$ cat src/hw/rtl/clsw_pkg.sv
package clsw_pkg;

  localparam int unsigned PortW = 5;

  typedef logic [PortW-1:0] ext_t;

  typedef enum logic [2:0] {
    ST_ON_HOOK   = 3'd0,
    ST_RINGING   = 3'd1,
    ST_DIAL_TONE = 3'd2,
    ST_RING_BACK = 3'd3,
    ST_BUSY      = 3'd4,
    ST_CONNECTED = 3'd5,
    ST_ERROR     = 3'd6
  } line_state_e;

  typedef enum logic [1:0] {
    OP_PICKUP = 2'd0,
    OP_HANGUP = 2'd1,
    OP_DIAL   = 2'd2
  } opcode_e;

  typedef enum logic [2:0] {
    FSM_CLEAR  = 3'd0,
    FSM_IDLE   = 3'd1,
    FSM_LINE   = 3'd2,
    FSM_TARGET = 3'd3,
    FSM_SECOND = 3'd4
  } fsm_e;

  typedef struct packed {
    ext_t        line;
    line_state_e state;
    ext_t        number;
    logic        has_number;
    logic        status;
    logic        last;
  } notice_t;

endpackage

$ cat src/hw/rtl/call_line_state_switch.sv
// Call-state switch for a table of telephone lines. Each line's call state and
// peer live in one synchronous memory entry. After reset the block clears the
// table, one entry per cycle, with busy_o high. An event is a transfer on
// start_i while busy_o is low; events on an unused opcode or a line beyond the
// table are taken and dropped. The line's entry is read, then the block
// decides: an event with one notice holds busy_o high only through FSM_LINE,
// an event that touches a second line adds FSM_SECOND to write that line's
// entry through the single write port, and a dial to a valid target adds
// FSM_TARGET to read the target's entry. Notices come out registered, one per
// strobe_o pulse, with last_o on the final one; the receiver cannot stall
// them, and the next event may be taken in the cycle a final notice is shown.
module call_line_state_switch import clsw_pkg::*; #(
  parameter int unsigned NUM_LINES = 32
) (
  input  logic                clk_i,
  input  logic                rst_ni,
  input  logic                start_i,
  output logic                busy_o,
  input  logic [1:0]          opcode_i,
  input  logic [PortW-1:0]    line_i,
  input  logic [PortW-1:0]    target_line_i,
  input  logic                target_known_i,
  output logic                strobe_o,
  output logic [PortW-1:0]    notified_line_o,
  output logic [2:0]          line_state_o,
  output logic [PortW-1:0]    number_o,
  output logic                has_number_o,
  output logic                status_o,
  output logic                last_o
);

  localparam int unsigned LW = $clog2(NUM_LINES);
  localparam int unsigned EW = 3 + 1 + LW;

  typedef logic [LW-1:0] idx_t;
  typedef logic [EW-1:0] entry_t;

  fsm_e        state_q, state_d;
  idx_t        clr_q;
  opcode_e     op_q;
  idx_t        line_q, tgt_q;
  logic        tgt_ok_q;
  notice_t     out_q, out_d, n2_q, n2_d;
  logic        strobe_q, strobe_d;
  idx_t        sec_addr_q, sec_addr_d;
  entry_t      sec_data_q, sec_data_d;

  logic        mem_we, mem_re;
  idx_t        mem_waddr, mem_raddr;
  entry_t      mem_wdata, mem_rdata;

  logic        accept, item_ok, go_target, go_second;
  line_state_e rd_st;
  logic        rd_pp;
  idx_t        rd_pl;
  ext_t        line_x, peer_x, tgt_x;

  function automatic notice_t mk_notice(ext_t who, line_state_e st, logic hn, ext_t num,
                                        logic stat, logic lst);
    notice_t n;
    n.line       = who;
    n.state      = st;
    n.number     = hn ? num : '0;
    n.has_number = hn;
    n.status     = stat;
    n.last       = lst;
    return n;
  endfunction

  function automatic entry_t mk_entry(line_state_e st, logic pp, idx_t pl);
    return {st, pp, pl};
  endfunction

  clsw_ram #(
    .Depth(NUM_LINES),
    .Width(EW)
  ) u_ram (
    .clk_i  (clk_i),
    .we_i   (mem_we),
    .waddr_i(mem_waddr),
    .wdata_i(mem_wdata),
    .re_i   (mem_re),
    .raddr_i(mem_raddr),
    .rdata_o(mem_rdata)
  );

  assign busy_o  = (state_q != FSM_IDLE);
  assign accept  = start_i && !busy_o;
  assign item_ok = (32'(line_i) < NUM_LINES) &&
                   ((opcode_e'(opcode_i) == OP_PICKUP) ||
                    (opcode_e'(opcode_i) == OP_HANGUP) ||
                    (opcode_e'(opcode_i) == OP_DIAL));

  assign rd_st  = line_state_e'(mem_rdata[EW-1 -: 3]);
  assign rd_pp  = mem_rdata[LW];
  assign rd_pl  = mem_rdata[LW-1:0];
  assign line_x = PortW'(line_q);
  assign peer_x = PortW'(rd_pl);
  assign tgt_x  = PortW'(tgt_q);

  always_comb begin
    state_d = state_q;
    unique case (state_q)
      FSM_CLEAR: begin
        if (clr_q == LW'(NUM_LINES - 1)) begin
          state_d = FSM_IDLE;
        end
      end
      FSM_IDLE: begin
        if (accept && item_ok) begin
          state_d = FSM_LINE;
        end
      end
      FSM_LINE: begin
        if (go_target) begin
          state_d = FSM_TARGET;
        end else if (go_second) begin
          state_d = FSM_SECOND;
        end else begin
          state_d = FSM_IDLE;
        end
      end
      FSM_TARGET: begin
        state_d = go_second ? FSM_SECOND : FSM_IDLE;
      end
      FSM_SECOND: begin
        state_d = FSM_IDLE;
      end
      default: begin
        state_d = FSM_IDLE;
      end
    endcase
  end

  always_comb begin
    mem_we     = 1'b0;
    mem_waddr  = line_q;
    mem_wdata  = '0;
    mem_re     = 1'b0;
    mem_raddr  = line_q;
    strobe_d   = 1'b0;
    out_d      = out_q;
    n2_d       = n2_q;
    sec_addr_d = sec_addr_q;
    sec_data_d = sec_data_q;
    go_target  = 1'b0;
    go_second  = 1'b0;
    unique case (state_q)
      FSM_CLEAR: begin
        mem_we    = 1'b1;
        mem_waddr = clr_q;
        mem_wdata = mk_entry(ST_ON_HOOK, 1'b0, '0);
      end
      FSM_IDLE: begin
        mem_re    = accept && item_ok;
        mem_raddr = LW'(line_i);
      end
      FSM_LINE: begin
        unique case (op_q)
          OP_PICKUP: begin
            if (rd_st == ST_ON_HOOK) begin
              mem_we    = 1'b1;
              mem_wdata = mk_entry(ST_DIAL_TONE, rd_pp, rd_pl);
              strobe_d  = 1'b1;
              out_d     = mk_notice(line_x, ST_DIAL_TONE, 1'b0, '0, 1'b0, 1'b1);
            end else if (rd_st == ST_RINGING) begin
              if (rd_pp) begin
                mem_we     = 1'b1;
                mem_wdata  = mk_entry(ST_CONNECTED, rd_pp, rd_pl);
                strobe_d   = 1'b1;
                out_d      = mk_notice(line_x, ST_CONNECTED, 1'b1, peer_x, 1'b0, 1'b0);
                go_second  = 1'b1;
                sec_addr_d = rd_pl;
                sec_data_d = mk_entry(ST_CONNECTED, 1'b1, line_q);
                n2_d       = mk_notice(peer_x, ST_CONNECTED, 1'b1, line_x, 1'b0, 1'b1);
              end
            end else begin
              strobe_d = 1'b1;
              out_d    = mk_notice(line_x, rd_st, (rd_st == ST_CONNECTED) && rd_pp,
                                   peer_x, 1'b0, 1'b1);
            end
          end
          OP_HANGUP: begin
            if ((rd_st == ST_CONNECTED) || (rd_st == ST_RINGING) ||
                (rd_st == ST_RING_BACK)) begin
              if (rd_pp) begin
                mem_we     = 1'b1;
                mem_wdata  = mk_entry(ST_ON_HOOK, 1'b0, '0);
                strobe_d   = 1'b1;
                out_d      = mk_notice(line_x, ST_ON_HOOK, 1'b1, line_x, 1'b0, 1'b0);
                go_second  = 1'b1;
                sec_addr_d = rd_pl;
                if (rd_st == ST_RING_BACK) begin
                  sec_data_d = mk_entry(ST_ON_HOOK, 1'b0, '0);
                  n2_d       = mk_notice(peer_x, ST_ON_HOOK, 1'b1, peer_x, 1'b0, 1'b1);
                end else begin
                  sec_data_d = mk_entry(ST_DIAL_TONE, 1'b0, '0);
                  n2_d       = mk_notice(peer_x, ST_DIAL_TONE, 1'b0, '0, 1'b0, 1'b1);
                end
              end
            end else begin
              mem_we    = 1'b1;
              mem_wdata = mk_entry(ST_ON_HOOK, 1'b0, '0);
              strobe_d  = 1'b1;
              out_d     = mk_notice(line_x, ST_ON_HOOK, 1'b1, line_x, 1'b0, 1'b1);
            end
          end
          OP_DIAL: begin
            if (rd_st != ST_DIAL_TONE) begin
              strobe_d = 1'b1;
              out_d    = mk_notice(line_x, rd_st, rd_st == ST_ON_HOOK, line_x, 1'b0, 1'b1);
            end else if (!tgt_ok_q) begin
              mem_we    = 1'b1;
              mem_wdata = mk_entry(ST_ERROR, rd_pp, rd_pl);
              strobe_d  = 1'b1;
              out_d     = mk_notice(line_x, ST_ERROR, 1'b0, '0, 1'b1, 1'b1);
            end else if (tgt_q == line_q) begin
              mem_we    = 1'b1;
              mem_wdata = mk_entry(ST_BUSY, rd_pp, rd_pl);
              strobe_d  = 1'b1;
              out_d     = mk_notice(line_x, ST_BUSY, 1'b0, '0, 1'b0, 1'b1);
            end else begin
              go_target = 1'b1;
              mem_re    = 1'b1;
              mem_raddr = tgt_q;
            end
          end
          default: begin
          end
        endcase
      end
      FSM_TARGET: begin
        mem_we   = 1'b1;
        strobe_d = 1'b1;
        if ((rd_st != ST_ON_HOOK) || rd_pp) begin
          mem_wdata = mk_entry(ST_BUSY, 1'b0, '0);
          out_d     = mk_notice(line_x, ST_BUSY, 1'b0, '0, 1'b0, 1'b1);
        end else begin
          mem_wdata  = mk_entry(ST_RING_BACK, 1'b1, tgt_q);
          out_d      = mk_notice(line_x, ST_RING_BACK, 1'b0, '0, 1'b0, 1'b0);
          go_second  = 1'b1;
          sec_addr_d = tgt_q;
          sec_data_d = mk_entry(ST_RINGING, 1'b1, line_q);
          n2_d       = mk_notice(tgt_x, ST_RINGING, 1'b0, '0, 1'b0, 1'b1);
        end
      end
      FSM_SECOND: begin
        mem_we    = 1'b1;
        mem_waddr = sec_addr_q;
        mem_wdata = sec_data_q;
        strobe_d  = 1'b1;
        out_d     = n2_q;
      end
      default: begin
      end
    endcase
  end

  always_ff @(posedge clk_i or negedge rst_ni) begin
    if (!rst_ni) begin
      state_q  <= FSM_CLEAR;
      clr_q    <= '0;
      strobe_q <= 1'b0;
    end else begin
      state_q  <= state_d;
      strobe_q <= strobe_d;
      if (state_q == FSM_CLEAR) begin
        clr_q <= clr_q + 1'b1;
      end
    end
  end

  always_ff @(posedge clk_i) begin
    if (accept && item_ok) begin
      op_q     <= opcode_e'(opcode_i);
      line_q   <= LW'(line_i);
      tgt_q    <= LW'(target_line_i);
      tgt_ok_q <= target_known_i && (32'(target_line_i) < NUM_LINES);
    end
    out_q      <= out_d;
    n2_q       <= n2_d;
    sec_addr_q <= sec_addr_d;
    sec_data_q <= sec_data_d;
  end

  assign strobe_o        = strobe_q;
  assign notified_line_o = out_q.line;
  assign line_state_o    = out_q.state;
  assign number_o        = out_q.number;
  assign has_number_o    = out_q.has_number;
  assign status_o        = out_q.status;
  assign last_o          = out_q.last;

endmodule

$ cat src/hw/rtl/clsw_ram.sv
module clsw_ram #(
  parameter int unsigned Depth = 32,
  parameter int unsigned Width = 9,
  localparam int unsigned AddrW = $clog2(Depth)
) (
  input  logic             clk_i,
  input  logic             we_i,
  input  logic [AddrW-1:0] waddr_i,
  input  logic [Width-1:0] wdata_i,
  input  logic             re_i,
  input  logic [AddrW-1:0] raddr_i,
  output logic [Width-1:0] rdata_o
);

  logic [Width-1:0] mem_q [Depth];
  logic [Width-1:0] rdata_q;

  always_ff @(posedge clk_i) begin
    if (we_i) begin
      mem_q[waddr_i] <= wdata_i;
    end
    if (re_i) begin
      rdata_q <= mem_q[raddr_i];
    end
  end

  assign rdata_o = rdata_q;

endmodule
$ cat config.mk
export PLATFORM = sky130hd
export DESIGN_NAME = call_line_state_switch
export DESIGN_NICKNAME = d
export VERILOG_FILES = /design/src/hw/rtl/clsw_pkg.sv /design/src/hw/rtl/call_line_state_switch.sv /design/src/hw/rtl/clsw_ram.sv
export SDC_FILE = /design/constraint.sdc
export NUM_CORES = 1
export LEC_CHECK = 0
export ABC_CLOCK_PERIOD_IN_PS = 4100
export BUFFER_PORTS_ARGS = -buffer_cell sky130_fd_sc_hd__buf_2
export CAP_MARGIN = 20
export CORE_ASPECT_RATIO = 1.2
export CORE_UTILIZATION = 55
export DETAILED_ROUTE_END_ITERATION = 16
export PLACE_DENSITY = 0.68
export SETUP_SLACK_MARGIN = 0.02
export SYNTH_ARGS = -nofsm -noshare
export SYNTH_HDL_FRONTEND = slang
export SYNTH_SLANG_ARGS = --single-unit
$ cat constraint.sdc
create_clock -name clk_i -period 4.1 [get_ports clk_i]
set_input_delay 0.41 -clock clk_i [delete_from_list [all_inputs] [get_ports clk_i]]
set_output_delay 0.41 -clock clk_i [all_outputs]
set_load 0.03 [all_outputs]
==> results.yml, run 1 <==
outcome:
  status: "complete, no violations"
sta:
  fin_setup_tns_ns: 0
  final_hold_viol_count: 0
  maxSlewHeadroom_pct: 40.8
  finClkSkew_ns: 0.0162
  period_share_pct: 89.8
  fmax_ghz: 0.272
  slew_violations: 0
  layout_setup_ws_ns: 0.417
  finalCriticalPeriod_ns: 3.68
  grt_setup_unrepaired: "no"
  worst_pin_slew_ns: 0.883
  finalSetupViolCount: 0
  holdWs_ns: 0.0657
cts:
  clk_path_buf_depth: 3
  clkSinkCount: 359
  cts.htree.levels: 2
  cts_root_buf: "clkbuf_16"
  clk_pin_slew_ns: 0.06
  cts_tree: "done"
  postCtsSetupBuffers: 0
  numCtsBuffers: 36
  clock_latency_ns: 0.52
critical_path:
  start_kind: "flop"
  cp_slowest_cell: "dfrtp_1"
  end_kind: "flop"
  arrival_ns: 3.93
  reg2reg_depth: 10
  cp_num_cells: 10
  required_ns: 4.35
  crit_buf_inv: 2
  cp_top_family: "simple AND/OR/NAND/NOR gates"
  crit_path_cell_trace: "and4bb_1 -> and2_1 -> o22ai_4 -> or2_4 -> buf_12 -> buf_12 -> mux2i_1 -> mux2i_1 -> a22oi_1 -> o211ai_1"
  crit_type: "flop to flop"
  cp_slowest_stage_delay_ns: 0.69
  worst-path-max-fanout: 35
detailed_routing:
  drt-met1-wl_mm: 14.7
  drc: 0
  wl_met2_mm: 16.3
  drtPass1Iterations: 5
  routed_via_density: 6.06
  wl_per_cell_um: 24.0
  drt_iter0_drc: 721
  wl_met3_mm: 1.81
  ant_nets: 0
  routed_wl_mm: 34.1
  highest-signal-layer: "met4"
  vias: 8616
layout:
  stdcell_area_um2: 17300
  finalNetCount: 1079
  syn_to_final_growth_pct: 12.9
  layout-drive-gt1-share_pct: 17.4
  diodes: 0
  layoutNonFillerInstCount: 1422
  final_cell_mix: "edfxtp_1, mux2i_1, buf_4"
  final_common_cell: "edfxtp_1"
logic_synthesis:
  ys_ff_latch: 359
  synthCells: 962
  synth_edf_count: 350
  syn-num-nets: 984
  synth_ff_type: "edfxtp_1"
  synth_top_area_share_pct: 68.6
  yosysTopAreaCell: "edfxtp_1"
  synth-seq-area-share_pct: 70.0
  async_reset_ff_share_pct: 2.51
  synth_area_um2: 15300
  yosysWarnings: 0
  syn_avg_cell_area_um2: 15.9
  synth_cell_types: 68
  yosys-top-cells-area: "edfxtp_1, mux2i_1, nand2_1"
die:
  die_w_um: 154
  coreArea_um2: 27300
  initial_core_util_pct: 56.3
  die_y_um: 185
  num_rows: 66
  dieArea_um2: 28500
  pin_count: 34
worst_hold_path:
  min_path_cells: 1
  hp-class: "input pin to flop"
place:
  hpwlAfterDp_mm: 22.8
  gp_congestion: 0.976
  portBuffers: 33
  dp_slack_ns: 0.486
  dp_cells: 1358
  place_area_um2: 16200
global_routing:
  grt_pass1_vias: 8554
  antenna_found_initial: 0
  grt_overflow: 0
  grt_use_total_pct: 24.5
  grt_pass1_wl_mm: 51.2
  grt_max_degree: 36
power_and_ir_drop:
  p_per_area_nw_per_um2: 679
  ir_drop_mv: 0.423
  cellLeakagePower_nw: 6.22
run:
  drv_cap: 0
==> routing by layer <==
metal | global-route usage [%] | up-vias
li1 | - | 3981
met1 | 32.7 | 4265
met2 | 40.3 | 292
met3 | 3.84 | 78
met4 | 10.1 | 0
met5 | 0 | -
==> where the power goes <==
group / leakage, nW / internal, mW / switching, mW
registers: 3.25 / 4.55 / 0.218
clock network: 0.556 / 1.84 / 1.33
logic: 2.41 / 1.44 / 2.38
total: 6.22 / 7.83 / 3.92
==> worst register-to-register path: stages, from the launching register on <==
cell	delay, ns
dfrtp_1	0.69
and4bb_1	0.28
and2_1	0.27
o22ai_4	0.36
or2_4	0.47
buf_12	0.35
buf_12	0.21
mux2i_1	0.22
mux2i_1	0.12
a22oi_1	0.29
o211ai_1	0.16
==> kinds of logic (layout without fill, tap and decap cells) <==
| kind of cell | Yosys count | count (layout) | synth area share [%] |
|---|---|---|---|
| DFF | 359 | 359 | 70.0 |
| muxes | 187 | 187 | 12.2 |
| and+or+nand+nor | 184 | 184 | 5.93 |
| AOI/OAI and AO/OA | 153 | 153 | 8.00 |
| buffers and inverters | 65 | 185 | 2.87 |
| xor gates and xnor gates | 8 | 8 | 0.457 |
| adders and majority gates | 6 | 6 | 0.490 |
==> cell type report <==
class | count | area [um2]
repair buffers | 108 | 793
flip-flops and latches | 359 | 10700
multi-input cells | 538 | 4180
well taps | 340 | 425
clock inverters | 15 | 135
inverters | 14 | 52.6
fillers | 1994 | 9940
clock buffers | 48 | 997
==> synth_stat cells, types with 6 or more instances <==
cell type,instances
edfxtp_1,350
mux2i_1,185
nand2_1,66
nor2_1,49
a211oi_1,19
buf_6,18
o21ai_0,18
a221oi_1,17
a21oi_1,16
a22oi_1,15
o211ai_1,15
buf_2,12
clkbuf_1,12
inv_1,12
a221oi_2,11
and2_1,10
dfrtp_1,9
nand3_1,9
nor3b_1,9
o32ai_1,9
ha_1,6
==> registers in the layout (all words and copies together), names as in the netlist <==
| name | cells |
|---|---|
| notified_line_o | 5 |
| op_q | 2 |
| tgt_q | 5 |
| sec_data_q | 6 |
| clr_q | 5 |
| line_q | 5 |
| strobe_o | 1 |
| n2_q | 13 |
| u_ram.mem_q | 288 |
| has_number_o | 1 |
| last_o | 1 |
| sec_addr_q | 5 |
| number_o | 5 |
| state_q | 3 |
| u_ram.rdata_o | 9 |
| status_o | 1 |
| tgt_ok_q | 1 |
| line_state_o | 3 |
==> through the flow <==
step	total power, mW	util [%]
after global routing	12.2	63.5
after detailed placement	8.62	59.3
final	11.8	63.5
after floorplan	7.47	-
after CTS	11.8	63.5
after global placement	8.56	59.3
==> path summary, 6_finish.rpt <==
check                                    start                 end  slack [ns]
worst max-delay path                state_q[2]    u_ram.rdata_o[0]        0.42
worst min-delay path            target_known_i            tgt_ok_q        0.07
worst max register to register      state_q[2]    u_ram.rdata_o[0]        0.42
worst min register to register        n2_q[11]  notified_line_o[0]        0.51
max in group asynchronous               rst_ni            strobe_o        3.62
min in group asynchronous               rst_ni          state_q[0]        0.28
==> what timing repair did <==
| item | 4_1_cts | 5_1_grt |
|---|---|---|
| hold buffers | 1 | 0 |
| hold endpoints to repair | 9 | 0 |
| resized for setup | 0 | 0 |
No activity file was read; power rests on OpenSTA's default activity.
==> inputs of run 2 (changes only) <==
- CORE_UTILIZATION: 55 -> 45
- PLACE_DENSITY: 0.68 -> 0.58
==> run 2 against run 1 <==
Net effect:
- non-clock buffer count grew 5
- sequential power about the same
- wire length rose by 13%
- fmax shrank 2.2%
- register-to-register slack got worse by 0.08 ns
- critical endpoint is now u_ram.rdata_o[8]
- combinational power increased by 1%
==> results.yml, run 2 (synthesis gave the netlist of run 1 again) <==
outcome:
  status: "complete, no violations"
sta:
  final_hold_viol_count: 0
  slew_violations: 0
  finalSetupViolCount: 0
  fin_setup_tns_ns: 0
  finalCriticalPeriod_ns: 3.77
  period_share_pct: 91.9
  fmax_ghz: 0.266
  maxSlewHeadroom_pct: 38.1
  worst_pin_slew_ns: 0.928
  grt_setup_unrepaired: "no"
  finClkSkew_ns: 0.0152
global_routing:
  grt_pass1_vias: 8885
  grt_pass1_wl_mm: 57.4
  antenna_found_initial: 0
  grt_overflow: 0
  grt_use_total_pct: 23.0
  grt_max_degree: 37
layout:
  regMostFlops: "u_ram.mem_q"
  layout-drive-gt1-share_pct: 17.8
  final_common_cell: "edfxtp_1"
  syn_to_final_growth_pct: 13.8
  diodes: 0
  fillerInstances: 2755
  finalNetCount: 1086
  largest_reg_flops: 288
  final_cell_mix: "edfxtp_1, mux2i_1, buf_4"
  layoutNonFillerInstCount: 1541
run:
  drv_cap: 0
cts:
  clk_pin_slew_ns: 0.06
  postCtsSetupBuffers: 0
  cts_tree: "done"
  cts_root_buf: "clkbuf_16"
  clk_path_buf_depth: 3
  cts.htree.levels: 2
  cts_resized: 0
  cts.hold.buffers_added: 1
  clkSinkCount: 359
  clock_latency_ns: 0.53
  numCtsBuffers: 38
die:
  initial_core_util_pct: 46.0
  num_rows: 73
  pin_count: 34
  die_y_um: 204
  coreArea_um2: 33300
  dieArea_um2: 34800
  die_w_um: 170
detailed_routing:
  drc: 0
  drtPass1Iterations: 5
  ant_nets: 0
  routed_wl_mm: 38.5
  drt_iter0_drc: 678
  wl_per_cell_um: 25.0
  routed_via_density: 5.66
  vias: 8718
place:
  hpwlAfterDp_mm: 25.7
  portBuffers: 33
  gp_congestion: 0.923
  dp_cells: 1473
critical_path:
  crit_path_cell_trace: "inv_1 -> ha_1 -> and4bb_2 -> and2_1 -> o22ai_4 -> or2_4 -> buf_12 -> buf_4 -> mux2i_1 -> mux2i_1 -> a22oi_1 -> o211ai_1"
  crit_type: "flop to flop"
  r2r_start: "op_q[0]"
  start_kind: "flop"
  arrival_ns: 4.01
  worst-path-max-fanout: 24
  cp_slowest_cell: "or2_4"
  reg2reg_depth: 12
  worstSetupStartpoint: "op_q[0]"
  end_kind: "flop"
  required_ns: 4.35
  cp_slowest_stage_delay_ns: 0.45
  cp_common_cell: "mux2i_1"
worst_hold_path:
  min_from: "target_known_i"
  hp-class: "input pin to flop"
  min_path_cells: 1
power_and_ir_drop:
  ir_drop_mv: 0.334
  cellLeakagePower_nw: 6.23
  p_total_mw: 11.7
  p_per_area_nw_per_um2: 672
-- run 2: final cells by class --
cell class	instances	area, um2	area share (%)
Clock buffer	49	1020	5.86
Clock inverter	18	85.1	0.487
Inverter	14	52.6	0.301
Multi-Input combinational cell	538	4180	23.9
Sequential cell	359	10700	61.5
Tap cell	450	563	3.23
Timing Repair Buffer	113	818	4.69
-- run 2: power by group --
part / internal, mW / total [mW] / switching, mW
clock: 1.76 / 3.12 / 1.36
sequential: 4.55 / 4.75 / 0.202
combinational: 1.41 / 3.86 / 2.45
total: 7.72 / 11.7 / 4.01
-- run 2: worst paths after layout --
check	endpoint	slack [ns]
max reg2reg	u_ram.rdata_o[8]	0.33
min reg2reg	clr_q[3]	0.50
min in group asynchronous	state_q[1]	0.26
max	u_ram.rdata_o[8]	0.33
max in group asynchronous	state_q[2]	3.65
min	tgt_ok_q	0.06
-- run 2: worst max-delay path: cells and delay by family, from the launching register on --
family | cells | cell delay (ns)
buf+inv | 3 | 0.55
compound gates | 3 | 0.83
simple gates | 3 | 0.99
mux | 2 | 0.37
fa+ha+maj | 1 | 0.32
flops | 1 | 0.38
-- run 2: through the flow --
step           hold WS, ns  instance area (um2)  setup WS [ns]  util [%]
3_3_place_gp         0.276                16300          0.419      49.0
3_5_place_dp         0.285                16300          0.368      49.0
2_1_floorplan        0.114                15300          0.815         -
5_1_grt             0.0528                17500          0.112      52.4
4_1_cts             0.0361                17500          0.333      52.4
6_report            0.0563                17500          0.334      52.4
-- run 2: per-layer routing --
layer | wire, um | up-vias | track usage [%]
met5 | 0 | - | 0
met1 | 16000 | 4382 | 28.9
met4 | 1380 | 0 | 8.94
li1 | - | 3986 | -
met3 | 1670 | 81 | 2.89
met2 | 19500 | 269 | 40.3
==> inputs of run 3 (changes only) <==
- REMOVE_ABC_BUFFERS: unset -> 1
==> run 3 against run 2 <==
Net effect:
- cell area is 0.14% higher
- clock-buffer cell count is 3 lower
- sequential power hardly changed
- clock power is 8.0% higher
- critical path depth is 1 lower
- largest cell class unchanged
- fmax is 3.9% lower
- via count hardly changed
- core utilization is 0.075 points higher
- setup slack worse by 0.15 ns
- total power is 2.1% higher
- critical path type unchanged
==> results.yml, run 3 (synthesis gave the netlist of run 1 again) <==
outcome:
  status: "complete, no violations"
sta:
  fin_setup_tns_ns: 0
  final_hold_viol_count: 0
  finalCriticalPeriod_ns: 3.92
  period_share_pct: 95.6
  worst_pin_slew_ns: 0.890
  finalSetupViolCount: 0
  holdWs_ns: 0.0665
  fmax_ghz: 0.255
  slew_violations: 0
  maxSlewHeadroom_pct: 40.7
  finClkSkew_ns: 0.0161
  layout_setup_ws_ns: 0.180
  grt_setup_unrepaired: "no"
critical_path:
  crit_type: "flop to flop"
  worst-path-max-fanout: 19
  required_ns: 4.33
  end_kind: "flop"
  start_kind: "flop"
  arrival_ns: 4.15
place:
  portBuffers: 33
  hpwlAfterDp_mm: 24.4
  gp_congestion: 0.929
  dp_slack_ns: 0.0367
global_routing:
  grt_pass1_wl_mm: 55.8
  grt_overflow: 0
  grt_max_degree: 55
  grt_use_total_pct: 22.1
  grt_pass1_vias: 8637
  antenna_found_initial: 0
detailed_routing:
  vias: 8722
  drtPass1Iterations: 6
  drc: 0
  drt_iter0_drc: 764
  routed_via_density: 5.71
  routed_wl_mm: 37.2
  ant_nets: 0
  wl_per_cell_um: 24.4
layout:
  syn_to_final_growth_pct: 14.0
  finalNetCount: 1071
  final_cell_mix: "edfxtp_1, mux2i_1, nand2_1"
  diodes: 0
  regMostFlops: "u_ram.mem_q"
  layout-drive-gt1-share_pct: 17.2
  final_util_pct: 52.4
  final_common_cell: "edfxtp_1"
  largest_reg_flops: 288
  fillerInstances: 2700
worst_hold_path:
  hp-class: "input pin to flop"
cts:
  clock_latency_ns: 0.53
  cts_root_buf: "clkbuf_16"
  numCtsBuffers: 37
  cts_tree: "done"
  clk_path_buf_depth: 3
  cts.htree.levels: 2
  clk_pin_slew_ns: 0.06
  clkSinkCount: 359
die:
  initial_core_util_pct: 46.0
  coreArea_um2: 33300
  pin_count: 34
  dieArea_um2: 34800
  num_rows: 73
  die_y_um: 204
  die_w_um: 170
power_and_ir_drop:
  p_per_area_nw_per_um2: 685
  cellLeakagePower_nw: 6.22
  ir_drop_mv: 0.369
run:
  drv_cap: 0
==> run 3: changes by cell type in the layout (fill, tap and decap cells not counted), sizes merged <==
cell,before,now
buf,112,98
bufinv,0,4
clkbuf,49,46
==> run 3: worst max-delay path, cell delays in order (launching register included) <==
cell and delay, ns:
edfxtp_1 0.42, inv_1 0.10, ha_1 0.34, and4bb_2 0.31, a31oi_1 0.11, a21oi_2 0.36
or2_4 0.42, buf_12 0.24, mux2i_1 0.31, a221oi_2 0.15, o32ai_1 0.67, o211ai_1 0.19
==> run 3: final cells by class <==
type                            instances  area [um2]  share of cell area (%)
Timing Repair Buffer                   99         726                    4.15
Sequential cell                       359       10700                    61.4
Multi-Input combinational cell        538        4190                    23.9
Clock inverter                         22         204                    1.17
Inverter                               14        52.6                   0.301
Clock buffer                           46        1010                    5.79
Tap cell                              450         563                    3.22
==> run 3: metal layers <==
metal / global-route usage [%] / wire, um / up-vias
met1: 28.8 / 15800 / 4385
met3: 3.52 / 1890 / 90
met5: 0 / 0 / -
met4: 9.07 / 1530 / 0
met2: 36.8 / 18100 / 275
li1: - / - / 3972
==> run 3: path summary, 6_finish.rpt <==
path | to | cells past startpoint | slack [ns] | start
max | u_ram.rdata_o[3] | 11 | 0.18 | op_q[0]
max reg2reg | u_ram.rdata_o[3] | 11 | 0.18 | op_q[0]
min | tgt_ok_q | 1 | 0.07 | target_known_i
min in group asynchronous | clr_q[0] | 2 | 0.26 | rst_ni
min reg2reg | clr_q[3] | 1 | 0.51 | clr_q[3]
max in group asynchronous | state_q[2] | 2 | 3.65 | rst_ni
==> run 3: stage by stage <==
step	total power [mW]	instance area, um2	std cells
floorplan	7.48	14900	911
global placement	8.59	16200	1455
detailed placement	8.62	16200	1455
CTS	12.1	17500	1528
global route	12.5	17500	1528
finish	12.0	17500	1528
==> run 3: power breakdown <==
group / internal [mW] / switching, mW / leakage (nW)
clock network: 2.00 / 1.37 / 0.595
logic: 1.37 / 2.46 / 2.37
registers: 4.55 / 0.220 / 3.25
total: 7.92 / 4.05 / 6.22
==> run 3: timing repair <==
item	in CTS	in global routing
hold buffers	1	0
resized for setup	1	1
buffers inserted	4	0
pin swaps	1	0
endpoints found under the hold margin	9	0
endpoints found under the setup margin	2	2
